[src/hdl/sdi_pkg.sv]
// ----------------------------------------------------------------------------
// sdi_pkg
// Shared types, codes and the command frame table for the SD card SPI-mode
// init sequencer.
// ----------------------------------------------------------------------------
package sdi_pkg;

   // request kinds
   localparam logic [1:0] KIND_START = 2'd0;
   localparam logic [1:0] KIND_BYTE  = 2'd1;
   localparam logic [1:0] KIND_TICK  = 2'd2;

   // result status codes
   localparam logic [1:0] ST_BUSY = 2'd0;
   localparam logic [1:0] ST_OK   = 2'd1;
   localparam logic [1:0] ST_FAIL = 2'd2;

   // card path codes
   localparam logic [1:0] PATH_UNKNOWN = 2'd0;
   localparam logic [1:0] PATH_V2      = 2'd1;
   localparam logic [1:0] PATH_V1_ACMD = 2'd2;
   localparam logic [1:0] PATH_V1_CMD1 = 2'd3;

   // command indexes
   localparam logic [5:0] CMD_GO_IDLE   = 6'd0;
   localparam logic [5:0] CMD_SEND_OP   = 6'd1;
   localparam logic [5:0] CMD_IF_COND   = 6'd8;
   localparam logic [5:0] CMD_APP_OP    = 6'd41;
   localparam logic [5:0] CMD_APP       = 6'd55;
   localparam logic [5:0] CMD_READ_OCR  = 6'd58;

   // R1 values and bus bytes
   localparam logic [7:0] R1_READY   = 8'h00;
   localparam logic [7:0] R1_IDLE    = 8'h01;
   localparam logic [7:0] R1_ILLEGAL = 8'h05;
   localparam logic [7:0] BYTE_FILL  = 8'hFF;

   localparam logic [7:0]  FRAME_START  = 8'h40;
   localparam logic [7:0]  FRAME_STOP   = 8'h01;
   localparam logic [7:0]  CRC_GO_IDLE  = 8'h94;
   localparam logic [7:0]  CRC_IF_COND  = 8'h86;
   localparam logic [7:0]  CRC_SEND_OP  = 8'hF9;
   localparam logic [7:0]  CRC_APP_OP   = 8'hE5;
   localparam logic [31:0] ARG_IF_COND  = 32'h0000_01AA;
   localparam logic [31:0] ARG_HCS      = 32'h4000_0000;
   localparam logic [2:0]  FRAME_LAST   = 3'd5;
   localparam logic [2:0]  TRAIL_BYTES  = 3'd4;

   // configuration register indexes and reset values
   localparam int         CSR_ADDR_W          = 2;
   localparam int         CSR_DATA_W          = 16;
   localparam logic [1:0] REG_POLL_LIMIT      = 2'd0;
   localparam logic [1:0] REG_RETRY_TICKS     = 2'd1;
   localparam logic [1:0] REG_FILL_BYTES      = 2'd2;
   localparam logic [7:0]  POLL_LIMIT_RST     = 8'd8;
   localparam logic [15:0] RETRY_TICKS_RST    = 16'd10000;
   localparam logic [7:0]  FILL_BYTES_RST     = 8'd11;

   typedef struct packed {
      logic [7:0]  poll_limit;
      logic [15:0] retry_delay_ticks;
      logic [7:0]  powerup_fill_bytes;
   } cfg_type;

   typedef struct packed {
      logic       has_result;
      logic [7:0] tx_byte;
      logic       select_card;
      logic [1:0] status;
   } rsp_type;

   // one byte of a six-byte command frame
   function automatic logic [7:0] frame_byte(input logic [5:0] cmd, input logic [1:0] path,
                                             input logic [2:0] pos);
      logic [31:0] arg;
      logic [7:0]  crc;
      arg = '0;
      crc = '0;
      if (cmd == CMD_IF_COND) begin
         arg = ARG_IF_COND;
         crc = CRC_IF_COND;
      end else if (cmd == CMD_GO_IDLE) begin
         crc = CRC_GO_IDLE;
      end else if (cmd == CMD_SEND_OP) begin
         crc = CRC_SEND_OP;
      end else if (cmd == CMD_APP_OP) begin
         if (path == PATH_V2) arg = ARG_HCS;
         else crc = CRC_APP_OP;
      end
      case (pos)
         3'd0: frame_byte = FRAME_START | {2'b00, cmd};
         3'd1: frame_byte = arg[31:24];
         3'd2: frame_byte = arg[23:16];
         3'd3: frame_byte = arg[15:8];
         3'd4: frame_byte = arg[7:0];
         default: frame_byte = crc | FRAME_STOP;
      endcase
   endfunction

endpackage

[src/hdl/sdi_if.sv]
// ----------------------------------------------------------------------------
// sdi request and response channels
// Valid/ready channels carrying sequencer events in and bus bytes out.
// ----------------------------------------------------------------------------
interface sdi_req_if;
   logic       valid;
   logic       ready;
   logic [1:0] kind;
   logic [7:0] rx_byte;

   modport source (output valid, output kind, output rx_byte, input ready);
   modport sink (input valid, input kind, input rx_byte, output ready);
endinterface

interface sdi_rsp_if;
   logic       valid;
   logic       ready;
   logic [7:0] tx_byte;
   logic       select_card;
   logic [1:0] status;

   modport source (output valid, output tx_byte, output select_card, output status,
                   input ready);
   modport sink (input valid, input tx_byte, input select_card, input status,
                 output ready);
endinterface

[src/hdl/sdi_core.sv]
// ----------------------------------------------------------------------------
// sdi_core
// Init sequence state machine: one event in, at most one bus byte or final
// status out, state updated when step is high.
// ----------------------------------------------------------------------------
module sdi_core
   import sdi_pkg::*;
(
   input  logic       clock,
   input  logic       reset,
   input  logic       step,
   input  logic [1:0] kind,
   input  logic [7:0] rx_byte,
   input  cfg_type    cfg,
   output rsp_type    res
);

   typedef enum logic [2:0] {
      PH_IDLE, PH_FILL, PH_PRESEL, PH_FRAME, PH_POLL, PH_TRAIL, PH_DELAY, PH_DONE
   } phase_type;

   typedef enum logic [2:0] {
      ACT_NONE, ACT_CMD, ACT_FINISH, ACT_DELAY, ACT_RETRY
   } act_op_type;

   typedef struct packed {
      act_op_type op;
      logic [5:0] cmd;
      logic       ok;
      logic       path_we;
      logic [1:0] path;
   } act_type;

   phase_type   phase_ff, phase_in;
   logic [5:0]  cmd_ff, cmd_in;
   logic [2:0]  pos_ff, pos_in;
   logic [7:0]  count_ff, count_in;
   logic [15:0] delay_ff, delay_in;
   logic [1:0]  path_ff, path_in;

   function automatic act_type acmd_result(input logic [1:0] path, input logic [7:0] r1);
      act_type a;
      a = '{op: ACT_FINISH, cmd: CMD_GO_IDLE, ok: 1'b0, path_we: 1'b0, path: PATH_UNKNOWN};
      if (r1 == R1_IDLE) begin
         a.op = ACT_DELAY;
      end else if (path == PATH_V2) begin
         if (r1 == R1_READY) begin
            a.op  = ACT_CMD;
            a.cmd = CMD_READ_OCR;
         end
      end else if (r1 == R1_READY) begin
         a.ok = 1'b1;
      end else if (r1 == R1_ILLEGAL) begin
         // old card rejects ACMD41, fall back to CMD1
         a.op      = ACT_CMD;
         a.cmd     = CMD_SEND_OP;
         a.path_we = 1'b1;
         a.path    = PATH_V1_CMD1;
      end
      return a;
   endfunction

   function automatic act_type decide(input logic [5:0] cmd, input logic [1:0] path,
                                      input logic [7:0] r1);
      act_type a;
      a = '{op: ACT_FINISH, cmd: CMD_GO_IDLE, ok: 1'b0, path_we: 1'b0, path: PATH_UNKNOWN};
      case (cmd)
         CMD_GO_IDLE: begin
            if (r1 == R1_IDLE) begin
               a.op  = ACT_CMD;
               a.cmd = CMD_IF_COND;
            end
         end
         CMD_IF_COND: begin
            if (r1 == R1_IDLE || r1 == R1_ILLEGAL) begin
               a.op      = ACT_CMD;
               a.cmd     = CMD_APP;
               a.path_we = 1'b1;
               a.path    = (r1 == R1_IDLE) ? PATH_V2 : PATH_V1_ACMD;
            end
         end
         CMD_APP: begin
            if (r1 == R1_IDLE) begin
               a.op  = ACT_CMD;
               a.cmd = CMD_APP_OP;
            end else begin
               a = acmd_result(path, r1);
            end
         end
         CMD_APP_OP: begin
            a = acmd_result(path, r1);
         end
         CMD_SEND_OP: begin
            if (r1 == R1_IDLE) a.op = ACT_DELAY;
            else a.ok = (r1 == R1_READY);
         end
         default: begin
            a.ok = (r1 == R1_READY);
         end
      endcase
      return a;
   endfunction

   always_comb begin
      act_type    act;
      logic       got;
      logic       start;
      logic [7:0] r1;
      logic [7:0] cnt;
      logic [7:0] lim;
      logic [15:0] dly;
      logic [2:0] pos_nx;
      logic [5:0] start_cmd;
      logic [5:0] retry_cmd;
      logic [1:0] path_now;

      act       = '{op: ACT_NONE, cmd: CMD_GO_IDLE, ok: 1'b0, path_we: 1'b0,
                    path: PATH_UNKNOWN};
      got       = 1'b0;
      start     = 1'b0;
      r1        = rx_byte;
      cnt       = count_ff + 8'd1;
      lim       = (cfg.powerup_fill_bytes == 8'd0) ? 8'd1 : cfg.powerup_fill_bytes;
      dly       = (delay_ff != 16'hFFFF) ? delay_ff + 16'd1 : delay_ff;
      pos_nx    = pos_ff + 3'd1;
      start_cmd = CMD_GO_IDLE;

      phase_in = phase_ff;
      cmd_in   = cmd_ff;
      pos_in   = pos_ff;
      count_in = count_ff;
      delay_in = delay_ff;
      path_in  = path_ff;
      res      = '{has_result: 1'b0, tx_byte: BYTE_FILL, select_card: 1'b0, status: ST_BUSY};

      if (kind == KIND_START) begin
         phase_in = PH_FILL;
         cmd_in   = CMD_GO_IDLE;
         pos_in   = '0;
         count_in = '0;
         delay_in = '0;
         path_in  = PATH_UNKNOWN;
         res.has_result = 1'b1;
      end else if (kind == KIND_BYTE) begin
         case (phase_ff)
            PH_FILL: begin
               count_in = cnt;
               res.has_result = 1'b1;
               if (cnt >= lim) begin
                  phase_in = PH_PRESEL;
                  res.select_card = 1'b1;
               end
            end
            PH_PRESEL: begin
               path_in = PATH_UNKNOWN;
               act.op  = ACT_CMD;
               act.cmd = CMD_GO_IDLE;
            end
            PH_FRAME: begin
               res.has_result  = 1'b1;
               res.select_card = 1'b1;
               if (pos_ff < FRAME_LAST) begin
                  pos_in      = pos_nx;
                  res.tx_byte = frame_byte(cmd_ff, path_ff, pos_nx);
               end else begin
                  phase_in = PH_POLL;
                  count_in = '0;
               end
            end
            PH_POLL: begin
               if (rx_byte != BYTE_FILL) begin
                  got = 1'b1;
               end else begin
                  count_in = cnt;
                  if (cnt >= cfg.poll_limit) begin
                     got = 1'b1;
                  end else begin
                     res.has_result  = 1'b1;
                     res.select_card = 1'b1;
                  end
               end
            end
            PH_TRAIL: begin
               pos_in = pos_nx;
               if (pos_nx < TRAIL_BYTES) begin
                  res.has_result  = 1'b1;
                  res.select_card = 1'b1;
               end else begin
                  act = decide(cmd_ff, path_ff, count_ff);
               end
            end
            default: begin
            end
         endcase
      end else if (kind == KIND_TICK && phase_ff == PH_DELAY) begin
         delay_in = dly;
         if (dly >= cfg.retry_delay_ticks) act.op = ACT_RETRY;
      end

      // R1 received: CMD8 and CMD58 clock four trailing bytes when R1 is clean
      if (got) begin
         if ((cmd_ff == CMD_IF_COND || cmd_ff == CMD_READ_OCR) && r1[7:1] == 7'd0) begin
            phase_in        = PH_TRAIL;
            count_in        = r1;
            pos_in          = '0;
            res.has_result  = 1'b1;
            res.select_card = 1'b1;
         end else begin
            act = decide(cmd_ff, path_ff, r1);
         end
      end

      path_now  = act.path_we ? act.path : path_in;
      path_in   = path_now;
      retry_cmd = (path_now == PATH_V1_CMD1) ? CMD_SEND_OP : CMD_APP;

      case (act.op)
         ACT_CMD: begin
            start     = 1'b1;
            start_cmd = act.cmd;
         end
         ACT_FINISH: begin
            phase_in       = PH_DONE;
            res.has_result = 1'b1;
            res.status     = act.ok ? ST_OK : ST_FAIL;
         end
         ACT_DELAY: begin
            phase_in = PH_DELAY;
            delay_in = '0;
            if (cfg.retry_delay_ticks == 16'd0) begin
               start     = 1'b1;
               start_cmd = retry_cmd;
            end
         end
         ACT_RETRY: begin
            start     = 1'b1;
            start_cmd = retry_cmd;
         end
         default: begin
         end
      endcase

      if (start) begin
         cmd_in          = start_cmd;
         pos_in          = '0;
         phase_in        = PH_FRAME;
         res.has_result  = 1'b1;
         res.select_card = 1'b1;
         res.tx_byte     = frame_byte(start_cmd, path_now, 3'd0);
      end
   end

   always_ff @(posedge clock) begin
      if (reset) begin
         phase_ff <= PH_IDLE;
         cmd_ff   <= CMD_GO_IDLE;
         pos_ff   <= '0;
         count_ff <= '0;
         delay_ff <= '0;
         path_ff  <= PATH_UNKNOWN;
      end else if (step) begin
         phase_ff <= phase_in;
         cmd_ff   <= cmd_in;
         pos_ff   <= pos_in;
         count_ff <= count_in;
         delay_ff <= delay_in;
         path_ff  <= path_in;
      end
   end

endmodule

[src/hdl/sd_spi_init_sequencer_top.sv]
// ----------------------------------------------------------------------------
// sd_spi_init_sequencer_top
// SD card SPI-mode init sequencer with valid/ready event and byte channels.
// ----------------------------------------------------------------------------
// Each request (start, received byte, or delay tick) is taken into an input
// register and evaluated by the sequence logic once the result register is
// free or being drained; if it yields a bus byte or final status, that is
// written to the result register and offered on the response channel from
// there. One request is accepted every cycle while the result register is
// free or being drained, so a waiting result does not stop the next request
// from entering an empty input register. The user must write configuration
// through the csr port only while idle; the block does not enforce this.
module sd_spi_init_sequencer_top
   import sdi_pkg::*;
(
   input  logic                  clock,
   input  logic                  reset,
   sdi_req_if.sink               req_chan,
   sdi_rsp_if.source             rsp_chan,
   input  logic                  csr_we,
   input  logic [CSR_ADDR_W-1:0] csr_addr,
   input  logic [CSR_DATA_W-1:0] csr_wdata
);

   cfg_type    cfg_ff;
   logic       in_vld_ff;
   logic [1:0] kind_ff;
   logic [7:0] rx_ff;
   logic       out_vld_ff;
   rsp_type    rsp_ff;
   rsp_type    res;
   logic       advance;

   // the stored request moves on once the result slot is free or draining
   assign advance        = in_vld_ff && (!out_vld_ff || rsp_chan.ready);
   assign req_chan.ready = !in_vld_ff || advance;

   sdi_core u_core (
      .clock   (clock),
      .reset   (reset),
      .step    (advance),
      .kind    (kind_ff),
      .rx_byte (rx_ff),
      .cfg     (cfg_ff),
      .res     (res)
   );

   always_ff @(posedge clock) begin
      if (reset) begin
         cfg_ff.poll_limit         <= POLL_LIMIT_RST;
         cfg_ff.retry_delay_ticks  <= RETRY_TICKS_RST;
         cfg_ff.powerup_fill_bytes <= FILL_BYTES_RST;
      end else if (csr_we) begin
         case (csr_addr)
            REG_POLL_LIMIT:  cfg_ff.poll_limit         <= csr_wdata[7:0];
            REG_RETRY_TICKS: cfg_ff.retry_delay_ticks  <= csr_wdata[15:0];
            REG_FILL_BYTES:  cfg_ff.powerup_fill_bytes <= csr_wdata[7:0];
            default: begin
            end
         endcase
      end
   end

   always_ff @(posedge clock) begin
      if (reset) begin
         in_vld_ff <= 1'b0;
      end else if (req_chan.ready) begin
         in_vld_ff <= req_chan.valid;
      end
      if (req_chan.valid && req_chan.ready) begin
         kind_ff <= req_chan.kind;
         rx_ff   <= req_chan.rx_byte;
      end
   end

   always_ff @(posedge clock) begin
      if (reset) begin
         out_vld_ff <= 1'b0;
      end else if (advance) begin
         out_vld_ff <= res.has_result;
      end else if (rsp_chan.ready) begin
         out_vld_ff <= 1'b0;
      end
      if (advance && res.has_result) begin
         rsp_ff <= res;
      end
   end

   assign rsp_chan.valid       = out_vld_ff;
   assign rsp_chan.tx_byte     = rsp_ff.tx_byte;
   assign rsp_chan.select_card = rsp_ff.select_card;
   assign rsp_chan.status      = rsp_ff.status;

endmodule

[src/flat_wrapper.sv]
// flat-port wrapper written by rule: the top's interface ports become plain ports
module sd_spi_init_sequencer_top_flat import sdi_pkg::*;
  (clock, reset, csr_we, csr_addr, csr_wdata, req_chan_valid, req_chan_kind, req_chan_rx_byte, req_chan_ready, rsp_chan_valid, rsp_chan_tx_byte, rsp_chan_select_card, rsp_chan_status, rsp_chan_ready);
  sdi_req_if req_chan_i ();
  sdi_rsp_if rsp_chan_i ();
  input  logic clock;
  input  logic reset;
  input  logic csr_we;
  input  logic [CSR_ADDR_W-1:0] csr_addr;
  input  logic [CSR_DATA_W-1:0] csr_wdata;
  input wire logic [$bits(req_chan_i.valid)-1:0] req_chan_valid;
  input wire logic [$bits(req_chan_i.kind)-1:0] req_chan_kind;
  input wire logic [$bits(req_chan_i.rx_byte)-1:0] req_chan_rx_byte;
  output wire logic [$bits(req_chan_i.ready)-1:0] req_chan_ready;
  output wire logic [$bits(rsp_chan_i.valid)-1:0] rsp_chan_valid;
  output wire logic [$bits(rsp_chan_i.tx_byte)-1:0] rsp_chan_tx_byte;
  output wire logic [$bits(rsp_chan_i.select_card)-1:0] rsp_chan_select_card;
  output wire logic [$bits(rsp_chan_i.status)-1:0] rsp_chan_status;
  input wire logic [$bits(rsp_chan_i.ready)-1:0] rsp_chan_ready;
  assign req_chan_i.valid = req_chan_valid;
  assign req_chan_i.kind = req_chan_kind;
  assign req_chan_i.rx_byte = req_chan_rx_byte;
  assign req_chan_ready = req_chan_i.ready;
  assign rsp_chan_valid = rsp_chan_i.valid;
  assign rsp_chan_tx_byte = rsp_chan_i.tx_byte;
  assign rsp_chan_select_card = rsp_chan_i.select_card;
  assign rsp_chan_status = rsp_chan_i.status;
  assign rsp_chan_i.ready = rsp_chan_ready;
  sd_spi_init_sequencer_top u_core (.clock(clock), .reset(reset), .req_chan(req_chan_i), .rsp_chan(rsp_chan_i), .csr_we(csr_we), .csr_addr(csr_addr), .csr_wdata(csr_wdata));
endmodule
[config.mk]
export PLATFORM = sky130hd
export DESIGN_NAME = sd_spi_init_sequencer_top_flat
export DESIGN_NICKNAME = d
export VERILOG_FILES = /design/src/hdl/sdi_pkg.sv /design/src/hdl/sdi_if.sv /design/src/hdl/sdi_core.sv /design/src/hdl/sd_spi_init_sequencer_top.sv /design/src/flat_wrapper.sv
export SDC_FILE = /design/constraint.sdc
export NUM_CORES = 1
export LEC_CHECK = 0
export BUFFER_PORTS_ARGS = -buffer_cell sky130_fd_sc_hd__buf_2
export CAP_MARGIN = 20
export CORE_MARGIN = 2
export CORE_UTILIZATION = 55
export CTS_CLUSTER_DIAMETER = 120
export DETAILED_ROUTE_END_ITERATION = 8
export PLACE_DENSITY = 0.77
export SYNTH_ARGS = -nofsm -noshare
export SYNTH_HDL_FRONTEND = slang
export SYNTH_HIERARCHICAL = 1
export SYNTH_SLANG_ARGS = --single-unit
export TNS_END_PERCENT = 20
[constraint.sdc]
create_clock -name clock -period 3.7 [get_ports clock]
set_input_delay 0.74 -clock clock [delete_from_list [all_inputs] [get_ports clock]]
set_output_delay 0.74 -clock clock [all_outputs]
set_load 0.005 [all_outputs]
==> flow_metrics.py, run 1 <==
metrics = {
    "die": {
        "fp.dieArea_sq_mm": 0.0123,
        "core_area_sq_mm": 0.0113,
        "die-height_um": 111,
        "fp-row-count": 39,
        "die_w_um": 111,
        "top_level_ports": 46,
        "initial_utilization": 0.559,
    },
    "timing": {
        "hold_violations": 0,
        "clock.fmax_mhz": 279,
        "fin_hold_ws_ps": 483,
        "relSlewSlack": 0.371,
        "fin_crit_sh": 0.968,
        "rsz0062_at_grt": "yes",
        "slew_violations": 0,
        "final-setup-viol-count": 0,
        "min_period_ps": 3580,
        "setup-tns-final_ps": 0,
        "fin_skew_ps": 7.90,
        "tightest_slew_ps": 943,
    },
    "placement": {
        "dpl.hpwl_mm": 12.9,
        "port_buffers": 45,
        "routabilityCongestion": 0.962,
    },
    "clock_tree": {
        "htreeDepth": 3,
        "cts_buffers": 9,
        "cts-hold-fix-buffers": 0,
        "cts_tree": "done",
        "cts.clk_slew.worst_paths_ps": 70,
        "root_buffer": "clkbuf_16",
        "clockBufferDepth": 2,
        "cts.sinks": 92,
        "clk_latency_ps": 350,
    },
    "worst_setup_path": {
        "critPathSlowestCell": "a2111o_1",
        "rr_worst_depth": 18,
        "crit_required_ps": 3810,
        "cp-start-kind": "flop",
        "critPathMaxStageDelay_ps": 400,
        "path_class": "flop to flop",
        "cp_cell_sequence": "and3_1, and3_1, nand4_1, buf_6, nand3_1, or3_4, xnor2_2, ha_1, a21oi_2, nor2_1, a2111o_1, a21oi_2, nor2_1, a21oi_1, nand4_1, nand2_1, nor2b_4, buf_12",
        "end_kind": "flop",
        "critPathMaxFanout": 11,
        "worstPathArrival_ps": 3690,
    },
    "synth": {
        "synth_ff_type": "dfxtp_1",
        "synth_nets": 812,
        "yosysUniqueCellTypes": 68,
        "synthArstFlopShare": 0,
        "synth_cells": 738,
        "ys_ff_latch": 92,
        "yosysWarnings": 6,
        "synth_area_sq_mm": 0.00630,
        "syn_area_per_cell_sq_um": 8.53,
        "synth_edf_count": 21,
        "yosysSeqAreaShare": 0.326,
    },
    "final_layout": {
        "drive_above_1_share": 0.182,
        "area_growth_pct": 16.2,
        "nets": 872,
        "antenna_cells": 0,
        "mostFrequentLayoutCell": "dfxtp_1",
        "layout_common_cells": "dfxtp_1 (67), nand2_1 (52), nor2_1 (49)",
    },
    "drt": {
        "vias": 6050,
        "drt_iter0_drc": 564,
        "routed_via_density": 6.40,
        "drc": 0,
        "route.detailed.wl_per_inst_um": 18.7,
        "wirelength_mm": 17.7,
        "drt_pass1_iterations": 6,
        "postRouteAntennaNets": 0,
    },
    "power_and_ir_drop": {
        "ir_drop_mv": 0.205,
        "p_leak_nw": 2.95,
        "p_per_area_mw_per_mm2": 313,
    },
    "global_routing": {
        "grt_pass1_vias": 5893,
        "overflow": 0,
        "grtUsageTotal": 0.279,
        "antenna_found_initial": 0,
        "grt_max_degree": 44,
        "grt_pass1_wl_mm": 28.4,
    },
    "hold_path": {
        "hold_path.class": "flop to flop",
        "holdPathStages": 2,
    },
    "job": {
        "maxCapViolCount": 0,
    },
    "outcome": {
        "outcome": "finished clean",
    },
}
==> through the flow <==
| stage | cell area [sq um] | instances | power (mW) | util | setup WS [ps] |
|---|---|---|---|---|---|
| after floorplan | 6300 | 738 | 1.25 | - | 11.9 |
| after global placement | 6820 | 923 | 1.31 | 0.605 | 72.2 |
| after detailed placement | 6820 | 923 | 1.32 | 0.605 | -28.9 |
| after CTS | 7150 | 939 | 2.29 | 0.634 | 63.0 |
| after global routing | 7320 | 946 | 2.37 | 0.649 | -86.2 |
| final | 7320 | 946 | 2.29 | 0.649 | 119 |
==> sequential cells by signal (all words and copies together), names as in the netlist, 2 cells and up <==
name / cells
u_core/rsp_chan.status: 2
u_core/kind_ff: 2
u_core/u_core/delay_ff: 16
u_core/u_core/cmd_ff: 5
u_core/cfg_ff: 32
u_core/u_core/pos_ff: 3
u_core/rx_ff: 8
u_core/u_core/count_ff: 8
u_core/rsp_chan.tx_byte: 8
u_core/u_core/phase_ff: 3
u_core/u_core/path_ff: 2
==> worst max-delay path, delay by kind of cell, from the launching register on <==
kind | cells | cell delay (ps)
fa+ha+maj | 1 | 200
simple gates | 10 | 1460
buf+inv | 2 | 280
flops | 1 | 340
compound gates | 4 | 900
xor+xnor | 1 | 160
==> final timing paths <==
kind / start / endpoint / slack (ps)
worst min register to register: u_core/cfg_ff[29]$_SDFFE_PP0P_ / u_core/cfg_ff[29]$_SDFFE_PP0P_ / 480
worst max register to register: u_core/u_core/delay_ff[12]$_SDFFE_PP0P_ / u_core/rsp_chan.tx_byte[2]$_DFFE_PP_ / 120
worst min-delay path: u_core/cfg_ff[29]$_SDFFE_PP0P_ / u_core/cfg_ff[29]$_SDFFE_PP0P_ / 480
worst max-delay path: u_core/u_core/delay_ff[12]$_SDFFE_PP0P_ / u_core/rsp_chan.tx_byte[2]$_DFFE_PP_ / 120
==> cells in the mapped netlist (all sizes together) (4+ instances only) <==
master,number,area share
nand4,13,0.013
o21a,5,0.0060
nand3,21,0.017
clkbuf,31,0.018
mux2i,39,0.062
or3b,4,0.0056
o211ai,11,0.013
a21o,8,0.0095
nand2b,45,0.045
nor2b,5,0.0050
a211oi,15,0.019
a22oi,9,0.011
buf,13,0.012
xnor2,16,0.022
or3,7,0.0070
a311oi,15,0.021
o21ai,27,0.021
a21oi,38,0.030
edfxtp,21,0.10
o31a,4,0.0056
and3b,4,0.0056
and3,9,0.0089
nor3,12,0.010
inv,47,0.028
o31ai,4,0.0048
ha,41,0.081
dfxtp,71,0.23
and2,5,0.0050
nand3b,6,0.0072
o32ai,5,0.0070
a22o,13,0.018
mux2,4,0.0072
xor2,4,0.0056
nand2,52,0.031
nor2,51,0.030
nor4,15,0.015
a31oi,7,0.0070
==> kinds of logic (layout without fill, tap and decap cells) <==
group           after synthesis  after routing  share of synthesized area
simple gates                261            261                      0.222
compound gates              190            190                      0.215
flops                        92             92                      0.326
buf+inv                      91            156                     0.0586
mux                          43             43                     0.0691
fa+ha+maj                    41             41                     0.0814
xor+xnor                     20             20                     0.0278
==> timing repair <==
action | CTS | global route
buffers inserted | 0 | 7
endpoints found under the setup margin | 14 | 36
pin swaps | 0 | 5
gates resized for setup | 2 | 23
==> final cells by class <==
cell class	instances	area, sq um
Inverter	47	176
Fill cell	923	3960
Clock buffer	11	275
Multi-Input combinational cell	555	3980
Sequential cell	92	2060
Clock inverter	5	45.0
Timing Repair Buffer	93	602
Tap cell	143	179
==> layer usage <==
metal	vias up	track usage	wire, um
met5	-	0	0
met4	0	0.116	532
met3	55	0.0366	1220
met2	288	0.477	8720
met1	2847	0.355	7200
li1	2860	-	-
==> where the power goes <==
| group | internal (mW) | switching [mW] | total, mW |
|---|---|---|---|
| registers | 1.05 | 0.0287 | 1.08 |
| logic | 0.0932 | 0.132 | 0.225 |
| clock network | 0.550 | 0.430 | 0.981 |
Power figures use the tool's default switching activity.
==> run 2, diff against run 1 <==
--- a/config.mk
+++ b/config.mk
@@ -11,7 +11,7 @@
 export CORE_UTILIZATION = 55
 export CTS_CLUSTER_DIAMETER = 120
 export DETAILED_ROUTE_END_ITERATION = 8
-export PLACE_DENSITY = 0.77
+export PLACE_DENSITY = 0.74
 export SYNTH_ARGS = -nofsm -noshare
 export SYNTH_HDL_FRONTEND = slang
 export SYNTH_HIERARCHICAL = 1
==> constraint.sdc (replaced) <==
create_clock -name clock -period 3.4 [get_ports clock]
set_input_delay 0.68 -clock clock [delete_from_list [all_inputs] [get_ports clock]]
set_output_delay 0.68 -clock clock [all_outputs]
set_load 0.005 [all_outputs]
==> run 2 against run 1 <==
  * The flow now finishes with violations (setup timing)
  * Largest power group unchanged
  * Highest routed layer unchanged
  * Worst setup slack got worse by 330 ps
  * Clock skew about the same
  * Via count increased by 0.81%
==> flow_metrics.py, run 2 (synthesis results as in run 1) <==
metrics = {
    "drt": {
        "drt_pass1_iterations": 5,
        "drc": 0,
        "route.detailed.wl_per_inst_um": 18.5,
        "vias": 6099,
        "routed_via_density": 6.20,
        "postRouteAntennaNets": 0,
        "drt_iter0_drc": 416,
        "wirelength_mm": 18.2,
    },
    "timing": {
        "final-setup-viol-count": 25,
        "slew_violations": 0,
        "clock.fmax_mhz": 277,
        "fin_skew_ps": 7.62,
        "min_period_ps": 3610,
        "hold_violations": 0,
        "tightest_slew_ps": 957,
        "fin_crit_sh": 1.06,
        "rsz0062_at_grt": "yes",
        "worst_slack_ps": -211,
        "relSlewSlack": 0.362,
    },
    "power_and_ir_drop": {
        "total_power_mw": 2.44,
        "p_per_area_mw_per_mm2": 318,
        "ir_drop_mv": 0.301,
        "p_leak_nw": 3.10,
    },
    "final_layout": {
        "layout_common_cells": "buf_4 (83), dfxtp_1 (66), nand2_1 (51)",
        "largest_registers": "u_core/cfg_ff x32, u_core/u_core/delay_ff x16",
        "area_growth_pct": 21.4,
        "fillers": 888,
        "nets": 909,
        "antenna_cells": 0,
        "fin_util": 0.678,
        "regMostFlops": "u_core/cfg_ff",
        "mostFrequentLayoutCell": "buf_4",
        "drive_above_1_share": 0.232,
        "largest_register_ffs": 32,
    },
    "global_routing": {
        "antenna_found_initial": 0,
        "grtUsageTotal": 0.298,
        "overflow": 0,
        "grt_max_degree": 68,
        "grt_pass1_vias": 6137,
        "grt_pass1_wl_mm": 30.1,
    },
    "hold_path": {
        "min_from": "u_core/cfg_ff[29]$_SDFFE_PP0P_",
        "hold_path.class": "flop to flop",
        "holdPathStages": 2,
        "min_to": "u_core/cfg_ff[29]$_SDFFE_PP0P_",
    },
    "clock_tree": {
        "cts_buffers": 9,
        "cts_tree": "done",
        "htreeDepth": 3,
        "clk_latency_ps": 340,
        "cts.clk_slew.worst_paths_ps": 70,
        "root_buffer": "clkbuf_16",
        "clockBufferDepth": 2,
        "cts.sinks": 92,
        "cts-hold-fix-buffers": 0,
    },
    "worst_setup_path": {
        "path_class": "flop to flop",
        "worstPathArrival_ps": 3690,
        "cp-start-kind": "flop",
        "critPathMaxFanout": 3,
        "timing.rr.end": "u_core/rsp_chan.tx_byte[1]$_DFFE_PP_",
        "critPathMostFrequentCell": "nand4_1",
        "critPathSlowestCell": "a2111o_1",
        "timing.rr.start": "u_core/u_core/delay_ff[6]$_SDFFE_PP0P_",
        "crit_required_ps": 3480,
        "end_kind": "flop",
        "rr_worst_depth": 16,
        "r2r_setup_slack_ps": -210,
        "critPathMaxStageDelay_ps": 380,
        "cp_cell_sequence": "nand4_1, nor3_2, nand4_1, buf_4, nand4_1, nor2_2, xnor2_1, ha_1, a21oi_2, nor2_1, a2111o_1, a21oi_4, nor2_4, o32ai_1, buf_4, o21ai_1",
    },
    "placement": {
        "dpl.hpwl_mm": 13.4,
        "routabilityCongestion": 0.997,
        "port_buffers": 45,
    },
    "outcome": {
        "outcome": "finished, violations left",
        "violations": "setup timing",
    },
    "die": {
        "die-height_um": 111,
        "fp-row-count": 39,
        "top_level_ports": 46,
        "initial_utilization": 0.559,
        "fp.dieArea_sq_mm": 0.0123,
        "core_area_sq_mm": 0.0113,
        "die_w_um": 111,
    },
    "job": {
        "maxCapViolCount": 0,
    },
}
run 2: final cells by class:
class | instances | area [sq um] | share of cell area
flip-flops and latches | 92 | 2060 | 0.269
multi-input cells | 555 | 4060 | 0.530
clock buffers | 12 | 267 | 0.0348
repair buffers | 130 | 880 | 0.115
inverters | 47 | 176 | 0.0231
well taps | 143 | 179 | 0.0234
clock inverters | 4 | 31.3 | 0.00409
run 2: how the worst max path moves through the flow:
stage / startpoint / endpoint
floorplan: u_core/u_core/count_ff[0]$_SDFFE_PP0P_ / u_core/rsp_chan.select_card$_DFFE_PP_
global route: u_core/u_core/delay_ff[6]$_SDFFE_PP0P_ / u_core/rsp_chan.tx_byte[0]$_DFFE_PP_
global placement: u_core/u_core/delay_ff[5]$_SDFFE_PP0P_ / u_core/u_core/cmd_ff[2]$_SDFFE_PP0P_
finish: u_core/u_core/delay_ff[6]$_SDFFE_PP0P_ / u_core/rsp_chan.tx_byte[1]$_DFFE_PP_
detailed placement: u_core/u_core/delay_ff[5]$_SDFFE_PP0P_ / u_core/u_core/cmd_ff[5]$_SDFFE_PP0P_
CTS: u_core/u_core/delay_ff[5]$_SDFFE_PP0P_ / u_core/u_core/pos_ff[2]$_SDFFE_PP0P_
run 2: report_power, final:
| group | leakage [nW] | switching [mW] | total [mW] | internal (mW) |
|---|---|---|---|---|
| clock | 0.149 | 0.443 | 1.00 | 0.560 |
| combinational | 2.17 | 0.144 | 0.250 | 0.106 |
| sequential | 0.781 | 0.0345 | 1.18 | 1.15 |
run 2: through the flow:
stage	hold slack [ps]	TNS (ps)	worst slack (ps)	instance area, sq um	cells
after CTS	481	0	6.43	7520	978
after floorplan	452	0	16.4	6310	738
after detailed placement	470	-6360	-342	7090	958
after global placement	463	-3740	-209	7090	958
after global routing	495	-6570	-294	7650	983
final	480	-3790	-211	7650	983
run 2: per-layer routing:
metal,global-route usage,vias to the layer above,share of wire
li1,-,2929,-
met1,0.362,2918,0.42
met2,0.510,194,0.49
met3,0.0421,58,0.045
met4,0.163,0,0.046
met5,0,-,0
run 2: critical path: cells and delay by family (launching register included):
kind	cells	cell delay (ps)
xor+xnor	1	200
fa+ha+maj	1	280
simple gates	7	1030
compound gates	5	1130
flops	1	340
buf+inv	2	350
run 2: timing repair:
item,in CTS,in global routing
pin swaps,8,12
setup buffers,4,6
setup endpoints to repair,30,44
resized for setup,20,22
